--- src/hw/rtl/ost_pkg.sv ---
// Shared widths, operation and status codes, and cell control type for the ordered set table.
package ost_pkg;

    localparam int FUNC_W     = 2;
    localparam int VALUE_W    = 32;
    localparam int POSITION_W = 7;
    localparam int COUNT_W    = 8;
    localparam int STATUS_W   = 2;
    localparam int SCAN_W     = 32;
    localparam int SCAN_IDX_W = 5;

    localparam logic [FUNC_W-1:0] FUNC_INSERT = 2'd0;
    localparam logic [FUNC_W-1:0] FUNC_REMOVE = 2'd1;

    localparam logic [STATUS_W-1:0] STATUS_OK        = 2'd0;
    localparam logic [STATUS_W-1:0] STATUS_FULL      = 2'd1;
    localparam logic [STATUS_W-1:0] STATUS_DUPLICATE = 2'd2;
    localparam logic [STATUS_W-1:0] STATUS_NOT_FOUND = 2'd3;

    typedef logic [VALUE_W-1:0] value_t;

    typedef struct packed {
        logic valid;
        logic capture;
        logic load;
        logic shift;
    } cell_ctl_t;

endpackage

--- src/hw/rtl/ost_locate.sv ---
// Scans the registered match vector a chunk per cycle and encodes the matching position.
module ost_locate import ost_pkg::*;
#(
    parameter int CAPACITY = 128,
    parameter int POS_W    = 7
)
(
    input  logic                clk,
    input  logic                rst_n,
    input  logic                start,
    input  logic [CAPACITY-1:0] match,
    output logic                done,
    output logic                found,
    output logic [POS_W-1:0]    pos
);

    localparam int NCHUNK  = (CAPACITY + SCAN_W - 1) / SCAN_W;
    localparam int CHUNK_W = (NCHUNK > 1) ? $clog2(NCHUNK) : 1;
    localparam int PAD_W   = NCHUNK * SCAN_W;
    localparam int FULL_W  = CHUNK_W + SCAN_IDX_W;

    logic [PAD_W-1:0]      padded;
    logic [SCAN_W-1:0]     chunk;
    logic [SCAN_IDX_W-1:0] lo;
    logic                  hit;
    logic [FULL_W-1:0]     full_pos;

    logic                  busy_reg;
    logic [CHUNK_W-1:0]    chunk_reg;
    logic                  done_reg;
    logic                  found_reg;
    logic [POS_W-1:0]      pos_reg;

    assign padded = PAD_W'(match);
    assign chunk  = padded[chunk_reg * SCAN_W +: SCAN_W];

    always_comb
    begin
        lo = '0;
        for (int i = 0; i < SCAN_W; i++)
        begin
            if (chunk[i])
            begin
                lo = lo | SCAN_IDX_W'(i);
            end
        end
    end

    assign hit      = |chunk;
    assign full_pos = {chunk_reg, lo};

    always_ff @(posedge clk or negedge rst_n)
    begin
        if (!rst_n)
        begin
            busy_reg  <= 1'b0;
            chunk_reg <= '0;
            done_reg  <= 1'b0;
            found_reg <= 1'b0;
            pos_reg   <= '0;
        end
        else if (start)
        begin
            busy_reg  <= 1'b1;
            chunk_reg <= '0;
            done_reg  <= 1'b0;
            found_reg <= 1'b0;
            pos_reg   <= '0;
        end
        else if (busy_reg)
        begin
            if (hit)
            begin
                found_reg <= 1'b1;
                pos_reg   <= full_pos[POS_W-1:0];
            end
            if (chunk_reg == CHUNK_W'(NCHUNK - 1))
            begin
                busy_reg <= 1'b0;
                done_reg <= 1'b1;
            end
            else
            begin
                chunk_reg <= chunk_reg + 1'b1;
            end
        end
        else
        begin
            done_reg <= 1'b0;
        end
    end

    assign done  = done_reg;
    assign found = found_reg;
    assign pos   = pos_reg;

endmodule

--- config.mk ---
export PLATFORM = sky130hd
export DESIGN_NAME = ost_locate
export DESIGN_NICKNAME = d
export VERILOG_FILES = /design/src/hw/rtl/ost_pkg.sv /design/src/hw/rtl/ost_locate.sv
export SDC_FILE = /design/constraint.sdc
export NUM_CORES = 1
export LEC_CHECK = 0
export ABC_AREA = 1
export BUFFER_PORTS_ARGS = -buffer_cell sky130_fd_sc_hd__buf_2
export CELL_PAD_IN_SITES_DETAIL_PLACEMENT = 0
export CELL_PAD_IN_SITES_GLOBAL_PLACEMENT = 1
export CORE_UTILIZATION = 23
export CTS_BUF_LIST = sky130_fd_sc_hd__clkbuf_8 sky130_fd_sc_hd__clkbuf_16
export CTS_CLUSTER_SIZE = 8
export DETAILED_ROUTE_END_ITERATION = 8
export GPL_TIMING_DRIVEN = 0
export HOLD_SLACK_MARGIN = 0.03
export MAX_ROUTING_LAYER = met4
export PLACE_DENSITY = 0.92
export SETUP_SLACK_MARGIN = 0.05
export SLEW_MARGIN = 10
export SYNTH_ARGS = -nofsm -noshare
export SYNTH_HDL_FRONTEND = slang
export SYNTH_SLANG_ARGS = --single-unit
--- constraint.sdc ---
create_clock -name clk -period 2.25 [get_ports clk]
set_input_delay 0 -clock clk [delete_from_list [all_inputs] [get_ports clk]]
set_output_delay 0 -clock clk [all_outputs]
set_load 0.005 [all_outputs]
==> summary.txt <==
Setup path
  • Crit path launch type: flip-flop
  • CP dominant cell by count: nand2_1
  • CP required: 2.44 ns
  • Largest delay share family, worst path: simple AND/OR/NAND/NOR gates
  • CP cell instances: buf_2 -> inv_2 -> clkbuf_4 -> nand3_1 -> nand2_1 -> nand2_1 -> nor2_2 -> nand2_1 -> nor2_2 -> nand2_4 -> nand2_4 -> nand2_1 -> nand2_1
  • CP Max Fanout: 10
  • Bufs and invs on worst path: 3
  • CP endpoint kind: flip-flop
  • Slowest-stage cell, CP: dfrtp_1
  • Slowest Stage Delay on Critical Path: 0.37 ns
  • Setup CP Type: flip-flop to flip-flop
  • Data arrival, critical path: 2.19 ns

Outcome
  • Status: complete, no violations

Global route
  • Gr usage total: 18.51%
  • First-pass GRT wire length: 11.05 mm
  • Total grt overflow: 0
  • Largest net degree at the start of global routing: 13
  • Vias in the first global route: 2424
  • Initial antenna violation count: 0

Placement
  • Hpwl dp: 6.049 mm
  • IO buf count: 139
  • Post-Place Cells: 591
  • Gpl congestion: 0.8606

Synthesis
  • Synthesized instance count: 353
  • Sequential-to-total area share from yosys stat: 17.06%
  • Number of synthesized register bits: 12
  • Top-area cell type share of the netlist area: 41.15%
  • Cell taking the most area after synthesis: nand2_1
  • Synth warn: 0
  • Synth top area cells: nand2_1 41%, nand3_1 19%, dfrtp_1 17%
  • Mapped Nets: 485
  • Post-Syn Area: 1760 µm²
  • Unique masters post-synth: 20
  • Syn avg cell area: 4.987 µm²

Route
  • Remaining DRCs: 0
  • Vias: 2674
  • First-pass DRT Iterations: 4
  • Vias per cell: 4.487
  • DR WL/cell: 12.25 µm
  • Initial DRC count: 113
  • Detailed Route WL: 7.299 mm
  • Remaining antenna violation count: 0

Timing
  • RSZ-0062 raised after global routing: no
  • Max transition margin: 65.16%
  • Fin crit period: 2.003 ns
  • Fmax: 499.2 MHz
  • Worst slew pin tran: 0.5207 ns
  • Final hold vios: 0
  • Final setup fails: 0
  • Pins Over Slew Limit: 0
  • TNS Setup: 0 ns
  • Clk_skew: 0.004600 ns
  • Final period util: 89.03%

Finish
  • Area Growth Syn to Fin: 51.24%
  • # nets final: 630
  • Most used cells in the layout excluding fill and tap cells: 193 x nand2_1, 150 x buf_2, 67 x nand3_1
  • Finished Layout Cells: 596
  • Antenna Cells: 0
  • Fillcell total: 870
  • Max reg flops: 7
  • Commonest non-fill, non-tap cell in the layout: nand2_1
  • Share of cells above drive strength 1: 33.80%

Power and ir drop
  • P per Cell Area: 870.1 nW/µm²
  • Peak supply drop: 0.2109 mV
  • Leakage: 1.574 nW

Die
  • Full die area: 8008 µm²
  • Initial Util: 24.01%
  • Boundary Pins: 140
  • Num rows: 31
  • Core Footprint: 7331 µm²
  • Die Ht: 89.49 µm
  • Die W: 89.49 µm

Clock network
  • TritonCTS Buffers: 3
  • Max H-tree Level: 1
  • Total clock sinks: 12
  • Postcts setup bufs: 0
  • CTS Buffer Depth: 2
  • Clock Pin Slew Worst Setup and Hold Paths: 0.06 ns
  • Root buffer cell: clkbuf_8
  • CTS tree: built
  • Clock insertion delay at the later pin of the skew report: 0.25 ns

Run
  • # Max-Cap Violations: 0

Min path
  • HP Class: input port to flip-flop
## Yosys cell counts
cell and number:
a21oi_1 1, buf_2 13, buf_4 2, buf_6 3, clkbuf_1 3, dfrtp_1 12
ha_1 1, inv_1 5, inv_2 2, nand2_1 193, nand2_2 1, nand2_4 1
nand3_1 67, nand4_1 4, nor2_1 32, nor3_1 1, o21a_1 1, o21ai_0 5
o21ai_1 5, or2_1 1
## worst reg2reg max path, delay by kind of cell (launching register included)
kind | cells | cell delay, ns
AND/OR/NAND/NOR | 10 | 1.08
buffers and inverters | 3 | 0.49
flip-flops | 1 | 0.37
## power by group
part	total [mW]	internal [mW]	switching, mW
clock network	0.241	0.155	0.0857
registers	0.293	0.263	0.0301
logic	1.78	0.636	1.15
total	2.32	1.05	1.26
## cell families (layout without fill, tap and decap cells)
| kind of cell | Yosys count | count (layout) | share of synthesized area [%] |
|---|---|---|---|
| AOI/OAI and AO/OA | 12 | 12 | 3.553 |
| DFF | 12 | 12 | 17.06 |
| buffers and inverters | 28 | 172 | 8.600 |
| and+or+nand+nor | 300 | 300 | 70.08 |
| adders and majority gates | 1 | 1 | 0.7106 |
## cell type report
type	instances	area (µm²)	share of cell area, %
timing repair buffer	140	705.7	26.50
sequential	12	300.3	11.28
tap	99	123.9	4.652
buffer	21	130.1	4.887
clock buffer	4	55.05	2.068
multi-input combinational	313	1321	49.62
inverter	7	26.28	0.9868
## through the flow
step	total power, mW	hold slack [ns]	setup slack [ns]	utilization [%]	cell area [µm²]
3_5_place_dp	2.069	-0.1109	0.1889	35.19	2580
4_1_cts	2.320	0.1322	0.1728	36.08	2645
6_report	2.317	0.1282	0.2469	36.32	2663
5_1_grt	2.578	0.1601	0.06200	36.32	2663
3_3_place_gp	2.056	-0.1142	0.2364	35.19	2580
2_1_floorplan	1.513	-0.2956	0.6096	-	1760
## routing by layer
| metal | wire length [µm] | up-vias | GRT usage, % | part of all wire [%] |
|---|---|---|---|---|
| met5 | 0 | - | - | 0 |
| li1 | - | 1413 | - | - |
| met2 | 3403 | 99 | 33.80 | 47 |
| met3 | 496 | 2 | 2.124 | 6.8 |
| met4 | 21 | 0 | 2.165 | 0.29 |
| met1 | 3377 | 1160 | 22.43 | 46 |
## timing repair
item / CTS / global route
endpoints found under the hold margin: 12 / 0
setup endpoints to repair: 0 / 8
resized for setup: 0 / 7
hold buffers: 1 / 0
## worst paths after layout
kind	to	slack [ns]	from	cells after the start
worst max register to register	pos[4]$_DFFE_PN0P_	0.25	chunk_reg[1]$_DFFE_PN0P_	13
worst min-delay path	busy_reg$_DFFE_PN0P_	0.13	start	3
max in group asynchronous	chunk_reg[0]$_DFFE_PN0P_	1.88	rst_n	2
worst max-delay path	pos[4]$_DFFE_PN0P_	0.25	chunk_reg[1]$_DFFE_PN0P_	13
min in group asynchronous	busy_reg$_DFFE_PN0P_	0.15	rst_n	2
worst min register to register	pos[5]$_DFFE_PN0P_	0.47	pos[5]$_DFFE_PN0P_	2
Note: power is estimated with default switching activity, not from simulation.
